File: src/hw/rtl/scci_pkg.sv
// Shared types, status codes, rounding and saturation helpers for the
// sphere/cylinder coaxial intersection unit. No dependencies.
package scci_pkg;

  localparam int unsigned MID_DEPTH_DEF = 2;
  localparam int unsigned OUT_DEPTH_DEF = 2;
  localparam logic [30:0] TOL_RESET = 31'd66;

  localparam logic [2:0] ST_BAD_RAD   = 3'd0;
  localparam logic [2:0] ST_ZERO_AXIS = 3'd1;
  localparam logic [2:0] ST_OFF_AXIS  = 3'd2;
  localparam logic [2:0] ST_EMPTY     = 3'd3;
  localparam logic [2:0] ST_CIRCLE    = 3'd4;

  typedef struct packed {
    logic [2:0][31:0] sc;
    logic [31:0]      rs;
    logic [2:0][31:0] co;
    logic [2:0][31:0] ax;
    logic [31:0]      rc;
  } raw_item_t;

  typedef struct packed {
    logic             ok;
    logic [2:0]       status;
    logic [2:0][31:0] sc;
    logic [2:0][31:0] co;
    logic [2:0]       sgn;
    logic [2:0][31:0] m;
    logic [31:0]      rs;
    logic [31:0]      rc;
  } front_item_t;

  typedef struct packed {
    logic [2:0]       status;
    logic [2:0][31:0] cen;
    logic [2:0][17:0] nrm;
    logic [30:0]      rad;
    logic             last;
  } result_t;

  // Divide by 2^16, rounding half away from zero.
  function automatic logic signed [63:0] rnd16(input logic signed [63:0] x);
    logic [63:0] a;
    logic [63:0] q;
    a = x[63] ? (~x + 64'd1) : x;
    q = (a + 64'd32768) >> 16;
    return x[63] ? $signed(~q + 64'd1) : $signed(q);
  endfunction

  function automatic logic [31:0] sat32(input logic signed [63:0] x);
    if (x > 64'sd2147483647) return 32'h7fff_ffff;
    if (x < -64'sd2147483648) return 32'h8000_0000;
    return x[31:0];
  endfunction

endpackage

File: src/hw/rtl/scci_front.sv
// Front stage: takes input beats, rejects bad radii and a zero axis, and
// pre-scales the axis magnitudes. Depends on scci_pkg.
module scci_front
  import scci_pkg::*;
(
  input  logic        clk,
  input  logic        rst,
  input  logic        push,
  output logic        full,
  input  raw_item_t   raw,
  output logic        out_valid,
  input  logic        out_ready,
  output front_item_t item
);
  logic        valid;
  front_item_t cls;
  logic [2:0][31:0] mag;
  logic [31:0] mx;
  logic [4:0]  msb;
  logic [4:0]  sh;
  logic        bad;
  logic        zero;

  always_comb begin
    mx = '0;
    for (int i = 0; i < 3; i++) begin
      mag[i] = raw.ax[i][31] ? (~raw.ax[i] + 32'd1) : raw.ax[i];
      if (mag[i] > mx) mx = mag[i];
    end
    msb = '0;
    for (int b = 0; b < 32; b++) begin
      if (mx[b]) msb = 5'(b);
    end
    sh   = (msb >= 5'd30) ? 5'd0 : 5'd30 - msb;
    bad  = ($signed(raw.rs) <= 32'sd0) || ($signed(raw.rc) <= 32'sd0);
    zero = (mx == '0);
    cls.ok     = !bad && !zero;
    cls.status = bad ? ST_BAD_RAD : ST_ZERO_AXIS;
    cls.sc     = raw.sc;
    cls.co     = raw.co;
    cls.rs     = raw.rs;
    cls.rc     = raw.rc;
    for (int i = 0; i < 3; i++) begin
      cls.sgn[i] = raw.ax[i][31];
      cls.m[i]   = mag[i] << sh;
    end
  end

  assign full      = valid && !out_ready;
  assign out_valid = valid;

  always_ff @(posedge clk) begin
    if (push && !full) begin
      item <= cls;
    end
  end

  always_ff @(posedge clk) begin
    if (rst) begin
      valid <= 1'b0;
    end else if (push && !full) begin
      valid <= 1'b1;
    end else if (out_ready) begin
      valid <= 1'b0;
    end
  end
endmodule

File: config.mk
export PLATFORM = sky130hd
export DESIGN_NAME = scci_front
export DESIGN_NICKNAME = d
export VERILOG_FILES = /design/src/hw/rtl/scci_pkg.sv /design/src/hw/rtl/scci_front.sv
export SDC_FILE = /design/constraint.sdc
export NUM_CORES = 1
export LEC_CHECK = 0
export BUFFER_PORTS_ARGS = -buffer_cell sky130_fd_sc_hd__buf_2
export CAP_MARGIN = 20
export CORE_AREA = 5 5 275 277
export DETAILED_ROUTE_END_ITERATION = 6
export DIE_AREA = 0 0 280 282
export GPL_TIMING_DRIVEN = 0
export MAX_ROUTING_LAYER = met4
export PLACE_DENSITY = 0.52
export SLEW_MARGIN = 20
export SYNTH_ARGS = -nofsm -noshare
export SYNTH_HDL_FRONTEND = slang
export SYNTH_SLANG_ARGS = --single-unit
export TNS_END_PERCENT = 10
File: constraint.sdc
create_clock -name clk -period 30 [get_ports clk]
set_input_delay 1.5 -clock clk [delete_from_list [all_inputs] [get_ports clk]]
set_output_delay 1.5 -clock clk [all_outputs]
set_load 0.01 [all_outputs]
### Yosys cells after proc, flatten, opt, wreduce, memory -nomap -nowiden

Index checks and enable logic that the tools add are counted.
Widths: inputs -> output; s select.

* flip-flop bits (word level): 360
* bits in latches: 0
* RAM bits: 0
* ROM bits: 0
* input port bits: 356
* output and inout port bits: 361
* memories: 0

* $add $sub $neg: 4
* multiply operators: 0
* div/mod/pow operators: 0
* magnitude comparators: 6
* eq/ne operators: 0
* shift-type cells: 3
* mux-type cells: 41
* bitwise logic cells: 3
* reduce and logical (&&, ||, !) cells: 10

Operator list (count)
* $mux 32: 6
* $mux 5: 31
* $add 32x1->32 const B: 3
* $not 32->32: 3
* $shl 32x5->32: 3
* $gt 32x32->1: 2
* $le 32x1->1 const B: 2
* $gt 32x1->1 const B: 1
* $logic_not 32->1: 1
* $ge 5x5->1 const B: 1
* $sub 5x5->5 const A: 1
* $logic_not 1->1: 4
* $mux 1: 4
* $logic_and 1x1->1: 3
* $reduce_bool 2->1: 1
* $logic_or 1x1->1: 1

### Logic depth before layout (Yosys ltp)

* depth after elaboration: 43
* gate-level depth with buffers: 48

### Least setup slack after synthesis

Ideal clock, no wire load.

* kind: input -> register
* from: in out_ready
* to: reg item[0] (netlist name), enable pin
* arrival: 17262 ps
* data required time: 28876 ps
* setup slack: 11614 ps
* stages on the path: 2
* path buffers: 0
* path through: nor2b_1 > nor2b_1

* longest elaborated chain between the ends: 4

RTL lines
* start, declared: RTL line scci_front.sv:12 `input logic out_ready,`
* $logic_not 1->1: RTL line scci_front.sv:49 `assign full = valid && !out_ready;`
* $logic_and 1x1->1: RTL line scci_front.sv:49
* $logic_not 1->1: RTL line scci_front.sv:53 `if (push && !full) begin`
* $logic_and 1x1->1: RTL line scci_front.sv:53
* end signal, assigned: RTL line scci_front.sv:54 `item <= cls;`
* end, declared: RTL line scci_front.sv:13 `output front_item_t item`

No other way between the ends.
A chain may end at the register's enable or synchronous reset.

==> run summary <==
The path length in cells of the critical path came out at 45. The worst endpoint data arrival time was 16.27 ns; the flip-flop and latch count after synthesis was 358. The run finished with clean final reports.

The run gives 0 as the final global-route overflow total. The global-route usage over all layers is 31.5%. Buffer cell driving the clock tree root: clkbuf_16. STA classifies the critical path endpoint as a flop. TritonCTS built the clock tree. The footprint of the multi-input gates was 11100 µm².

The worst hold path passes through 3 cells. Once detailed placement completed, the half-perimeter wirelength came to 108000 µm. Insertion delay of the later-clocked pin in the worst-skew pair: 0.55 ns. The path class of the tightest hold or removal check is reg2reg. Entering global routing, the biggest net connects 32 pins. The worst setup path is launched from an input port. Hold repair after CTS inserted 0 buffers. The cell count after synthesis came out at 2174. Setup violations remaining at the end of the flow were counted as 0. Counting the fill cells in the layout gives 7299. In this run the vertical extent of the chip is 282 µm.

For this block, the routed nets add up to 128000 µm of wire. The share of post-route cells with drive strength above 1 is 31.7%, and the Yosys warning count is 0. The initial antenna violation count came out at 43. Of all flip-flops after synthesis, the portion carrying an async set or reset was 0%. In the post-synthesis netlist, the biggest area contributors are edfxtp_1, mux2i_1, ha_1. The initialized floorplan defines 99 standard-cell rows. The transition time of the tightest slew-check pin was 1.25 ns. Dominant cell type by area after synthesis: edfxtp_1. The top flip-flop cell by instance count after synthesis is edfxtp_1. The congestion estimate from routability-driven global placement came to 1.06. For the layout net count, the log shows 3352. Each instance of the synthesized netlist takes up on average 10.5 µm². The effective utilization at floorplan is 31.3%.

IR analysis of the VDD net gives a maximum drop of 0.0000513 V. The depth of the worst register-to-register path works out to 8. The die covers 79000 µm². The post-synth design cell area is 22700 µm², and the count of flip-flops with a built-in enable after synthesis is 357.

For this design the top-level I/O count stands at 717. Measured on the finished design, the core utilization comes to 40.1%. The number of endpoints with negative hold slack in the final report was 0. The number of sinks handled by clock tree synthesis was 358.

Across the whole layout, storage elements account for 10700 µm². The area growth from synthesis to final layout is 27.9%. By startpoint and endpoint, the worst setup path is classified as in2reg.

The worst path in the final design needs a cycle of 16.00 ns, including I/O delays and setup. Setup repair after global routing left no endpoint under its margin. Using the TritonRoute via totals, the vias-per-cell ratio works out to 5.83.

The most common cell type on the critical path was clkbuf_1. The detailed-router iteration count before antenna repair was 6. The largest single stage delay on the critical path is 0.90 ns.

The library cells used most frequently in the layout, excluding fill and tap cells, are buf_2, edfxtp_1, nor2_1, nand2_1, mux2i_1. The clock-pin transition on the worst setup and hold timing paths was 0.06 ns; the total buffers and inverters traversed by the critical path was 13. For the achievable frequency, the log shows 62.5 MHz. The slowest stage of the critical path is the xor2_1 cell. STA puts the critical path data required time at 30.28 ns. The number of DRC violations after detailed-routing iteration 0 is 2889, and the fraction of the yosys area taken by sequential cells is 47.2%. The period utilization is 53.3%, and the largest driver fanout on the critical path is 10.

The total count of max-transition violations in the final report was 0; the count of cell types in the netlist was 107. The number of buffers added by the clock tree synthesis step came out at 38. The logs give 11.8 nW for the static leakage power and 2 for the maximum level of the CTS H-tree. After clock tree synthesis, the setup repair step added 0 buffers. The relative slew slack was 16.1%. The first global-routing pass estimated 174000 µm of wire. The clock passes through at most 3 buffers.

For the number of maximum-capacitance violations, the log shows 0. The most common cell after layout, fill and taps aside was buf_2. The region available for standard cell placement spans 72600 µm². The synthesized design devotes to its leading area cell type 47.1% of total area. The count of input and output buffers is 696, and the sum of negative setup slack is 0 ns. The die extent in x came out at 280 µm. The power density relative to cell area was 110 nW/µm²; the total number of vias was 22900. The clock skew was 0.0163 ns; the DRC violation count after routing was 0. In the final routed layout, each cell accounts on average for 32.6 µm. Cell family with the largest share of critical-path delay: buffers and inverters. The tools report the via count of the first global-routing pass as 21900. The detail route stage leaves a number of antenna-violating nets equal to 0. The number of gates given a new drive strength after cts was 0.
[cells by family (layout without fill, tap and decap cells)]
family	count (synthesis)	in the layout	share of synthesized area, %
AND/OR/NAND/NOR	667	667	14.8
AO/OA/AOI/OAI	577	577	17.5
flip-flops	358	358	47.2
buffers and inverters	222	1003	4.26
multiplexers	197	197	9.12
XOR/XNOR	83	83	3.26
adder cells (fa/ha/maj)	69	69	3.80
other	1	20	0.0165
[worst reg2reg max path: stages, from the launching register on]
cell	delay [ns]
dfxtp_1	0.31
nor2b_1	0.17
nor2b_4	0.14
buf_12	0.21
buf_12	0.22
buf_16	0.19
buf_12	0.21
buf_12	0.22
buf_12	0.23
[metal layers]
metal / vias to the layer above / wire (µm) / part of all wire [%] / global-route usage [%]
li1: 9948 / - / - / -
met1: 11400 / 51200 / 40 / 40.1
met2: 1386 / 61600 / 48 / 51.1
met3: 197 / 11600 / 9.1 / 7.00
met4: 0 / 3810 / 3.0 / 8.21
met5: - / 0 / 0 / -
[sequential cells by signal, summed over array words and instances (netlist names)]
| register | count |
|---|---|
| item | 357 |
| out_valid | 1 |
[synth_stat cells, types with 34 or more instances]
library cell	n
a211oi_1	42
a21oi_1	94
buf_2	46
clkbuf_1	84
edfxtp_1	357
ha_1	69
inv_1	62
mux2_2	46
mux2i_1	142
nand2_1	167
nand3_1	34
nand4_1	40
nor2_1	170
nor3_1	59
nor4_1	43
o211ai_1	35
o21ai_0	115
xnor2_1	47
xor2_1	34
[stage by stage]
stage	setup slack [ns]	cell area (µm²)	hold slack, ns	instances	power [mW]
2_1_floorplan	11.61	22700	0.667	2175	1.88
5_1_grt	13.67	29100	0.702	3930	3.31
4_1_cts	14.69	29000	0.670	3915	3.14
6_report	14.00	29100	0.660	3933	3.19
3_5_place_dp	14.17	27800	0.659	3846	2.67
3_3_place_gp	5.26	27400	0.599	3830	2.69
[final timing paths]
path / start / endpoint / slack, ns
min reg2reg: out_valid / out_valid / 0.66
max reg2reg: out_valid / item[30] / 27.79
max: raw[32] / item[88] / 14.00
min: out_valid / out_valid / 0.66
[where the power goes]
part	switching, mW	internal (mW)
Clock	0.195	0.257
Sequential	0.0336	0.718
Combinational	1.36	0.628
Total	1.59	1.60
[final cells by class]
class / count / area share, %
Timing Repair Buffer: 712 / 13.1
Buffer: 158 / 2.51
Sequential cell: 358 / 36.9
Antenna cell: 18 / 0.155
Clock inverter: 23 / 0.641
Tap cell: 959 / 4.13
Clock buffer: 46 / 3.45
Multi-Input combinational cell: 1595 / 38.2
Inverter: 64 / 0.826
(Power assumes the default switching activity.)
