<file path="src/hw/rtl/scci_queue.sv">
// Small register-based queue used between the front and back and for results.
// Depends on nothing.
module scci_queue #(
  parameter int unsigned WIDTH = 8,
  parameter int unsigned DEPTH = 2
) (
  input  logic             clk,
  input  logic             rst,
  input  logic             push,
  output logic             full,
  input  logic [WIDTH-1:0] wdata,
  input  logic             pop,
  output logic             empty,
  output logic [WIDTH-1:0] rdata
);
  localparam int unsigned AW = (DEPTH > 1) ? $clog2(DEPTH) : 1;
  localparam int unsigned CW = $clog2(DEPTH + 1);

  logic [WIDTH-1:0] mem [DEPTH];
  logic [AW-1:0] wp;
  logic [AW-1:0] rp;
  logic [CW-1:0] count;
  logic do_push;
  logic do_pop;

  assign full    = (count == CW'(DEPTH));
  assign empty   = (count == '0);
  assign rdata   = mem[rp];
  assign do_push = push && !full;
  assign do_pop  = pop && !empty;

  always_ff @(posedge clk) begin
    if (do_push) begin
      mem[wp] <= wdata;
    end
  end

  always_ff @(posedge clk) begin
    if (rst) begin
      wp    <= '0;
      rp    <= '0;
      count <= '0;
    end else begin
      if (do_push) begin
        wp <= (wp == AW'(DEPTH - 1)) ? '0 : wp + AW'(1);
      end
      if (do_pop) begin
        rp <= (rp == AW'(DEPTH - 1)) ? '0 : rp + AW'(1);
      end
      if (do_push && !do_pop) begin
        count <= count + CW'(1);
      end else if (do_pop && !do_push) begin
        count <= count - CW'(1);
      end
    end
  end
endmodule

</file>
<file path="config.mk">
export PLATFORM = sky130hd
export DESIGN_NAME = scci_queue
export DESIGN_NICKNAME = d
export VERILOG_FILES = /design/src/hw/rtl/scci_queue.sv
export SDC_FILE = /design/constraint.sdc
export NUM_CORES = 1
export LEC_CHECK = 0
export BUFFER_PORTS_ARGS = -buffer_cell sky130_fd_sc_hd__clkbuf_2
export CAP_MARGIN = 15
export CORE_MARGIN = 5
export CORE_UTILIZATION = 45
export CTS_BUF_LIST = sky130_fd_sc_hd__clkbuf_4 sky130_fd_sc_hd__clkbuf_8
export CTS_CLUSTER_SIZE = 25
export DETAILED_ROUTE_END_ITERATION = 7
export PLACE_DENSITY = 0.81
export SYNTH_ARGS = -nofsm -noshare
export SYNTH_HDL_FRONTEND = slang
export SYNTH_SLANG_ARGS = --single-unit
</file>
<file path="constraint.sdc">
create_clock -name clk -period 2.13 [get_ports clk]
set_input_delay 0 -clock clk [delete_from_list [all_inputs] [get_ports clk]]
set_output_delay 0 -clock clk [all_outputs]
set_load 0.01 [all_outputs]
</file>
* Word level (Yosys, flattened, before mapping)
Memory sizes are Yosys's and may differ from the RTL's. A register that Yosys moved wholly into a read port is not among the register bits. Index checks and enable logic that the tools add are counted.
Word-level totals: bits in registers 4, bits in writable memories 16, ROM bits 0, output and inout bits 10, word-level logic and storage cells 27, input port bits 12, memories 1, latch bits 0
Memories:
- mem | words 2, bits a word 8, read ports 1, clocked after Yosys merged registers in 1, wr ports 1, RTL line 19 | logic [WIDTH-1:0] mem [DEPTH];
Operators by class: divide/modulo/power cells 0, add/sub/neg operators 4, equality and inequality tests 1, order comparisons 0, $mul 0, bitwise logic cells 0, reductions and logical operators 10, multiplexer cells 8, shift operators 0
Operators with widths (count):
- 1-bit two-way mux | 6
- 1-bit logical AND | 4
- 1-bit zero test | 4
- 2-bit two-way mux | 2
- 1-bit adder (second input constant) | 2
- 2-bit by 1-bit adder with 2-bit output (second input constant) | 1
- 2-bit equality test (second input constant) | 1
- 2-bit zero test | 1
- 2-bit nonzero test | 1
- 2-bit by 1-bit subtractor with 2-bit output (second input constant) | 1

* Logic depth before layout (Yosys ltp)
Gate-level depths: netlist (run 1).
depth in word-level cells 7, depth in mapped cells 6, gate-level depth less buffers 6

* Worst setup path before layout (run 1)
No wires, ideal clock.
path kind register to register, from reg count[1], to reg count[1], arrival time 1422 ps, stages on the path, launching flop included 6, clock period less this slack 1492 ps, path slack 638 ps, required time 2060 ps, buffers on the path 0, setup time 70 ps, cells stage by stage dfxtp_1 > nor2b_2 > nor2_1 > ha_1 > or3_1 > a21oi_1
Between the ends: word-level cells in the longest chain between the ends 6, elaborated cells between the ends (all ways) 15, those cells by class add/sub: 2; eq/ne: 1; mux: 2; reduce/logical: 10
Ends and longest elaborated chain:
- start, declared | RTL line 22 | logic [CW-1:0] count;
- start signal, assigned | RTL line 51 | count <= count + CW'(1);
- start signal, assigned | RTL line 53 | count <= count - CW'(1);
- 2-bit equality test (*) | RTL line 26 | assign full = (count == CW'(DEPTH));
- net full | RTL line 10 | output logic full,
- 1-bit zero test (*) | RTL line 29 | assign do_push = push && !full;
- 1-bit logical AND (*) | RTL line 29
- 1-bit zero test | RTL line 52 | end else if (do_pop && !do_push) begin
- 1-bit logical AND | RTL line 52
- 2-bit nonzero test (no line)
The timed path passes the listed nets; every way through them passes the cells marked *. The select of a mux whose other input is x is not followed. A chain may end at the register's enable or synchronous reset.

* Final worst setup path (run 1)
from reg count[0], to reg count[1]
Between the ends: word-level cells in the longest chain between the ends 6, elaborated cells between the ends (all ways) 15, those cells by class add/sub: 2; eq/ne: 1; mux: 2; reduce/logical: 10
Ends and longest elaborated chain (RTL line):
- 2-bit equality test or 2-bit zero test (tied branches) | 26, 27
- 1-bit zero test, on equally long branches | 29, 30
- 1-bit logical AND, on equally long branches | 29, 30
- 1-bit zero test, on equally long branches | 52, 50
- 1-bit logical AND, on equally long branches | 52, 50
- 2-bit nonzero test (no line) or 2-bit two-way mux (tied branches)
Parallel ways exist; a longest one is shown, timed or not. The select of a mux whose other input is x is not followed.

==> metrics.csv, run 1 <==
stage;metric;value;unit
worst_setup_path;termination of the worst setup path;count[1];
place;area post-placement;925;sq um
finish;Post-Layout Inst Area;1040;sq um
synthesis;synthesized area per cell;15.9;sq um
global_route;wire length of the first global-routing pass;2310;microns
die;initial cell density of the core;0.464;
die;I/O pin cnt;22;
timing;unrepaired setup endpoints after global routing;no;
timing;worst clock skew;0.0100;ns
finish;post-layout net count;97;
place;Detail Placement HPWL;1000;microns
worst_setup_path;depth of the most critical reg-to-reg path;4;
route;routed via count divided by cell count;4.53;
cts;H-tree depth;1;
worst_setup_path;Worst path max stage delay;0.38;ns
die;Die Width;52.0;microns
synthesis;Yosys reg bits;21;
synthesis;Synth cell types;13;
finish;fill cell instance count of the final layout;144;
worst_setup_path;CP Max Fanout;5;
finish;Area Overhead vs Synth;31.7;%
timing;final hold viol count;0;
timing;achievable frequency;0.629;GHz
power_and_ir_drop;Static Leakage;0.423;nW
synthesis;Synth Cell Area;793;sq um
route;number of antenna-violating nets in the routed design;0;
finish;footprint of the multi-input gates;200;sq um
global_route;residual overflow from global routing;0;
die;die extent in y;52.0;microns
worst_setup_path;required time of the critical path;2.37;ns
synthesis;cells after synthesis;50;
timing;post-route setup TNS;0;ns
finish;layout cells sized above 1;0.410;
worst_setup_path;ordered list of cells on the worst path;o21ai_0, ha_1, or3_1, a21oi_1;
run_status;outcome;complete, no violations;
finish;area of all sequential standard cells;581;sq um
worst_setup_path;cell with the largest stage delay on the worst path;sky130_fd_sc_hd__dfxtp_1;
place;gpl congestion;0.686;
global_route;maximum number of pins on one net before global-route repair;12;
worst_setup_path;endpoint of the lowest-slack register-to-register path;count[1];
min_path;Worst Hold Path Cells;4;
die;die area;2700;sq um
route;routed length per instance;12.4;microns
cts;clock-pin slew on the worst setup and hold paths;0.12;ns
worst_setup_path;critical path data arrival time;1.83;ns
timing;part of the cycle the worst path needs;0.746;
timing;transition time at the pin with the least slew margin;0.387;ns
cts;TritonCTS clock tree;done;
finish;antenna fix cells;0;
route;count of TritonRoute iterations in the first routing pass;4;
run;Max Cap Viol;0;
cts;post-CTS sizing;0;
power_and_ir_drop;maximum vdd ir drop;583;uV
power_and_ir_drop;cell area power density;1060;nW/um^2
route;Starting DRT DRC Count;2;
synthesis;Synth Warn #;0;
cts;count of hold buffers inserted by post-cts repair;9;
timing;remaining max-slew budget at the tightest pin;0.742;
worst_setup_path;minimum setup slack among reg-to-reg paths;0.54;ns
die;site row count;15;
cts;maximum clock path buffer count;2;
global_route;Global Route Usage Sum;0.116;
worst_setup_path;Worst setup startpoint;count[0];
route;total via count in the routed design;489;
die;placeable core region;1710;sq um
synthesis;share of the synthesized area in the top cell type;0.606;
cts;clock sink count;21;
timing;shortest clock period the worst path allows after layout;1.59;ns
timing;final count of pins violating max slew;0;
cts;buffer count from post-CTS setup fixing;0;
min_path;Hold WC Path Type;in2reg;
route;Post-Route WL;1340;microns
worst_setup_path;worst setup path class;reg2reg;
worst_setup_path;beginning of the worst register-to-register path;count[0];
synthesis;register area share after synthesis;0.732;
worst_setup_path;sort of element at the start of the critical path;flop;
synthesis;Mapped Nets;63;
route;post-detailed-route DRC marker count;0;
synthesis;Synth area leader;sky130_fd_sc_hd__edfxtp_1;
place;I/O Buffers;21;
synthesis;leading cell types by total area after synthesis;sky130_fd_sc_hd__edfxtp_1 61%, sky130_fd_sc_hd__dfxtp_1 13%, sky130_fd_sc_hd__mux2_2 11%;
global_route;number of antenna violations at the first check in global routing;0;
worst_setup_path;critical path endpoint category;flop;
cts;TritonCTS buffer count;3;
global_route;vias in the first global route;534;
cts;root cell of the clock tree;sky130_fd_sc_hd__clkbuf_4;
cts;clock insertion delay at the later pin of the skew report;0.29;ns
timing;final setup fails;0;
## placed cells by master (no fill, tap or decap), types with 2 or more instances in the layout
master / Yosys / layout
sky130_fd_sc_hd__dfxtp_1: 5 / 5
sky130_fd_sc_hd__dlygate4sd3_1: 0 / 9
sky130_fd_sc_hd__nor2_1: 5 / 5
sky130_fd_sc_hd__xor2_1: 3 / 3
sky130_fd_sc_hd__clkbuf_4: 0 / 4
sky130_fd_sc_hd__edfxtp_1: 16 / 16
sky130_fd_sc_hd__o21ai_0: 3 / 3
sky130_fd_sc_hd__mux2_2: 8 / 8
sky130_fd_sc_hd__or3_1: 2 / 2
sky130_fd_sc_hd__a21oi_1: 2 / 2
sky130_fd_sc_hd__clkbuf_2: 0 / 21
sky130_fd_sc_hd__inv_1: 2 / 2
## logic make-up (layout without fill, tap and decap cells)
logic type	after synthesis	in the layout	share of synthesized area
multiplexers	8	8	0.114
XOR/XNOR	3	3	0.0331
flip-flops	21	21	0.732
AND/OR/NAND/NOR	9	9	0.0584
AO/OA/AOI/OAI	5	5	0.0315
buffers and inverters	3	36	0.0158
adder cells (fa/ha/maj)	1	1	0.0158
## cells in the mapped netlist
cell                       number
sky130_fd_sc_hd__edfxtp_1      16
sky130_fd_sc_hd__xor2_1         3
sky130_fd_sc_hd__buf_2          1
sky130_fd_sc_hd__nor2b_2        1
sky130_fd_sc_hd__o21ai_0        3
sky130_fd_sc_hd__or3_1          2
sky130_fd_sc_hd__a21oi_1        2
sky130_fd_sc_hd__dfxtp_1        5
sky130_fd_sc_hd__nor2_1         5
sky130_fd_sc_hd__mux2_2         8
sky130_fd_sc_hd__and2_1         1
sky130_fd_sc_hd__ha_1           1
sky130_fd_sc_hd__inv_1          2
## per-stage QoR
| stage | hold WS (ns) | util | power, mW | setup slack (ns) | cells |
|---|---|---|---|---|---|
| finish | 0.0975 | 0.612 | 1.11 | 0.541 | 108 |
| global route | 0.0907 | 0.612 | 1.19 | 0.422 | 108 |
| CTS | 0.0929 | 0.612 | 1.12 | 0.511 | 108 |
| detailed placement | 0.194 | 0.541 | 0.919 | 0.533 | 95 |
| global placement | 0.190 | 0.541 | 0.898 | 0.648 | 95 |
| floorplan | 0.0691 | - | 0.799 | 0.638 | 50 |
## layer usage
| layer | wire (microns) | share of wire | global-route usage |
|---|---|---|---|
| met1 | 538 | 0.40 | 0.131 |
| met2 | 696 | 0.52 | 0.209 |
| met3 | 98 | 0.073 | 0.0315 |
| met4 | 10 | 0.0074 | 0.0393 |
| met5 | 0 | 0 | 0 |
## worst max-delay path, delay by kind of cell (launching register included)
family	cells	cell delay (ns)
AOI/OAI and AO/OA	2	0.46
DFF	1	0.38
and+or+nand+nor	1	0.38
adders and majority gates	1	0.32
## power by group
| part | leakage, nW | switching, mW | internal, mW |
|---|---|---|---|
| sequential | 0.191 | 0.0542 | 0.523 |
| combinational | 0.214 | 0.167 | 0.170 |
| clock | 0.0184 | 0.111 | 0.0854 |
## flip-flops by register name (all words and copies together), names as in the netlist, named ones only
name / count
count: 2
wp: 1
mem: 16
rp: 1
## worst min-delay path by stage
stage | slack, ns | endpoint | start
5_1_grt | 0.09 | wp | push
6_report | 0.1 | wp | push
4_1_cts | 0.09 | wp | push
3_5_place_dp | 0.19 | mem[1][4] | wdata[4]
2_1_floorplan | 0.07 | count[1] | rst
3_3_place_gp | 0.19 | mem[0][4] | wdata[4]
## final cells by class
class / count / area share
Sequential cell: 21 / 0.556
Clock buffer: 4 / 0.0287
Tap cell: 25 / 0.0299
Multi-Input combinational cell: 26 / 0.192
Inverter: 2 / 0.00719
Timing Repair Buffer: 30 / 0.187
Note: power is estimated with default switching activity, not from simulation.
==> inputs of run 2 (changes only) <==
--- a/config.mk
+++ b/config.mk
@@ -5,6 +5,7 @@
 export SDC_FILE = /design/constraint.sdc
 export NUM_CORES = 1
 export LEC_CHECK = 0
+export ABC_AREA = 1
 export BUFFER_PORTS_ARGS = -buffer_cell sky130_fd_sc_hd__clkbuf_2
 export CAP_MARGIN = 15
 export CORE_MARGIN = 5
==> constraint.sdc (replaced) <==
create_clock -name clk -period 1.5 [get_ports clk]
set_input_delay 0 -clock clk [delete_from_list [all_inputs] [get_ports clk]]
set_output_delay 0 -clock clk [all_outputs]
set_load 0.01 [all_outputs]
==> run 2 against run 1 <==
Power rose by 47%; combinational power increased by 58%; global-route usage rose by 1.2 points; largest power group unchanged.
==> metrics.csv, run 2 <==
stage;metric;value;unit
min_path;Hold WC Path Type;in2reg;
route;Starting DRT DRC Count;4;
worst_setup_path;ordered list of cells on the worst path;inv_1, o21ai_2, inv_2, ha_1, inv_2, nand3_1, nand2_1, inv_1, nor2_1;
run_status;outcome;complete, no violations;
synthesis;share of the synthesized area in the top cell type;0.580;
run;Max Cap Viol;0;
synthesis;Synth area leader;sky130_fd_sc_hd__edfxtp_1;
die;initial cell density of the core;0.475;
synthesis;proportion of synthesized flip-flops having asynchronous set or reset;0;
place;Setup Slack @ Placement;0.0403;ns
finish;top flop regs;mem: 16 flops, count: 2 flops;
route;number of antenna-violating nets in the routed design;0;
timing;unrepaired setup endpoints after global routing;no;
synthesis;Synth Warn #;0;
worst_setup_path;Worst path max stage delay;0.38;ns
place;I/O Buffers;21;
worst_setup_path;family of cells with the greatest summed delay on the critical path;flip-flops;
synthesis;leading cell types by total area after synthesis;sky130_fd_sc_hd__edfxtp_1 58%, sky130_fd_sc_hd__dfxtp_1 12%, sky130_fd_sc_hd__mux2_2 11%;
timing;shortest clock period the worst path allows after layout;1.37;ns
place;Detail Placement HPWL;1120;microns
worst_setup_path;sort of element at the start of the critical path;flop;
synthesis;complex-gate fraction of the synthesized area;0.0453;
synthesis;number of enable-type register cells in the synthesized netlist;16;
route;post-detailed-route DRC marker count;0;
synthesis;dominant combinational cell family by area after synthesis;multiplexers;
synthesis;multiplexer area fraction after synthesis;0.109;
timing;achievable frequency;0.729;GHz
synthesis;register area share after synthesis;0.701;
finish;Area Overhead vs Synth;33.2;%
finish;final non-filler cell total;123;
timing;part of the cycle the worst path needs;0.914;
cts;maximum clock path buffer count;2;
global_route;Global Route Usage Sum;0.128;
synthesis;Mapped Nets;75;
route;Post-Route WL;1500;microns
power_and_ir_drop;Total Power;1.63;mW
finish;leading cell types in the layout, fill and taps excluded;21 x sky130_fd_sc_hd__clkbuf_2, 16 x sky130_fd_sc_hd__edfxtp_1, 9 x sky130_fd_sc_hd__nor2_1, 9 x sky130_fd_sc_hd__dlygate4sd3_1, 8 x sky130_fd_sc_hd__mux2_2;
timing;remaining max-slew budget at the tightest pin;0.770;
worst_setup_path;required time of the critical path;1.74;ns
route;routed via count divided by cell count;4.64;
worst_setup_path;worst setup path class;reg2reg;
finish;layout cells sized above 1;0.439;
timing;worst clock skew;0.00280;ns
finish;Layout Utilization;0.632;
timing;final hold viol count;0;
synthesis;most frequently used flop master after synthesis;sky130_fd_sc_hd__edfxtp_1;
worst_setup_path;cell with the largest stage delay on the worst path;sky130_fd_sc_hd__dfxtp_4;
synthesis;simple-gate portion of the synthesized area;0.0831;
finish;flip-flop count of the largest register after layout;16;
worst_setup_path;buffers plus inverters on the worst setup path;4;
route;total via count in the routed design;571;
power_and_ir_drop;cell area power density;1470;nW/um^2
die;die extent in y;52.9;microns
synthesis;Yosys reg bits;21;
finish;most common cell after layout, fill and taps aside;sky130_fd_sc_hd__clkbuf_2;
synthesis;post-synthesis adder-cell area fraction;0.0151;
timing;Post-Route Hold Slack;0.0466;ns
cts;TritonCTS buffer count;3;
timing;final worst setup slack;0.129;ns
synthesis;library cell with the highest instance count after synthesis;sky130_fd_sc_hd__edfxtp_1;
route;count of TritonRoute iterations in the first routing pass;4;
finish;Top reg by flops;mem;
die;placeable core region;1750;sq um
die;I/O pin cnt;22;
power_and_ir_drop;maximum vdd ir drop;868;uV
cts;H-tree depth;1;
place;area post-placement;975;sq um
place;count of placed standard cells including taps;109;
route;routed length per instance;12.2;microns
global_route;wire length of the first global-routing pass;2410;microns
finish;post-layout net count;112;
synthesis;synthesized area per cell;13.4;sq um
die;die area;2800;sq um
cts;TritonCTS clock tree;done;
worst_setup_path;CP Max Fanout;4;
cts;clock-pin slew on the worst setup and hold paths;0.11;ns
global_route;number of antenna violations at the first check in global routing;0;
die;Die Width;52.9;microns
power_and_ir_drop;Static Leakage;0.465;nW
global_route;maximum number of pins on one net before global-route repair;13;
timing;transition time at the pin with the least slew margin;0.344;ns
synthesis;Synth Cell Area;828;sq um
worst_setup_path;critical path data arrival time;1.61;ns
finish;Post-Layout Inst Area;1100;sq um
cts;clock sink count;21;
place;gpl congestion;0.704;
synthesis;Commonest cells post-synth;16 x sky130_fd_sc_hd__edfxtp_1, 9 x sky130_fd_sc_hd__nor2_1, 8 x sky130_fd_sc_hd__mux2_2;
worst_setup_path;critical path endpoint category;flop;
timing;post-route setup TNS;0;ns
global_route;vias in the first global route;621;
finish;antenna fix cells;0;
cts;root cell of the clock tree;sky130_fd_sc_hd__clkbuf_4;
timing;final count of pins violating max slew;0;
timing;final setup fails;0;
synthesis;cells after synthesis;62;
die;site row count;15;
cts;clock insertion delay at the later pin of the skew report;0.30;ns
synthesis;synthesized-area fraction occupied by xor and xnor cells;0;
global_route;residual overflow from global routing;0;
synthesis;Synth cell types;16;
[run 2: cell count changes in the layout (fill, tap and decap cells not counted), moves of 2 or more]
| cell | previous run | this run |
|---|---|---|
| sky130_fd_sc_hd__nor2_1 | 5 | 9 |
| sky130_fd_sc_hd__nand2_1 | 0 | 4 |
| sky130_fd_sc_hd__o21ai_2 | 0 | 2 |
| sky130_fd_sc_hd__inv_1 | 2 | 6 |
| sky130_fd_sc_hd__buf_4 | 0 | 3 |
| sky130_fd_sc_hd__inv_2 | 0 | 3 |
| sky130_fd_sc_hd__or3_1 | 2 | 0 |
| sky130_fd_sc_hd__xor2_1 | 3 | 0 |
[run 2: worst min-delay path, cell delays in order]
cell                       delay [ns]
sky130_fd_sc_hd__clkbuf_2        0.08
sky130_fd_sc_hd__o21ai_2         0.07
sky130_fd_sc_hd__o21ai_1         0.08
sky130_fd_sc_hd__nor2_1          0.08
[run 2: repair_timing]
action,4_1_cts,5_1_grt
setup endpoints to repair,0,2
resized for setup,0,3
hold endpoints to repair,18,0
hold buffers,9,0
buffers inserted,0,1
[run 2: where the power goes]
group	internal, mW	switching (mW)
sequential	0.749	0.0824
clock	0.0994	0.164
combinational	0.259	0.272
[run 2: path summary, 6_finish.rpt]
check	slack, ns	startpoint	depth (start not counted)	to
worst max-delay path	0.13	count[1]	9	count[1]
worst min-delay path	0.05	pop	4	rp
worst max register to register	0.13	count[1]	9	count[1]
worst min register to register	0.54	wp	2	wp
[run 2: cell type report]
class / instances / area (sq um)
sequential: 21 / 584
inverter: 9 / 33.8
timing repair buffer: 33 / 218
clock buffer: 3 / 22.5
clock inverter: 1 / 5.00
multi-input combinational: 31 / 209
tap: 25 / 31.3
fill: 154 / 642
[run 2: kinds of logic after synthesis]
group / count (synthesis)
AO/OA/AOI/OAI: 6
flip-flops: 21
buffers and inverters: 10
AND/OR/NAND/NOR: 16
adder cells (fa/ha/maj): 1
multiplexers: 8
[run 2: metal layers]
layer / up-vias / track usage / part of all wire / routed length [microns]
li1: 287 / - / - / -
met1: 264 / 0.113 / 0.37 / 558
met2: 16 / 0.244 / 0.54 / 813
met3: 4 / 0.0282 / 0.050 / 75
met4: 0 / 0.102 / 0.031 / 46
met5: - / 0 / 0 / 0
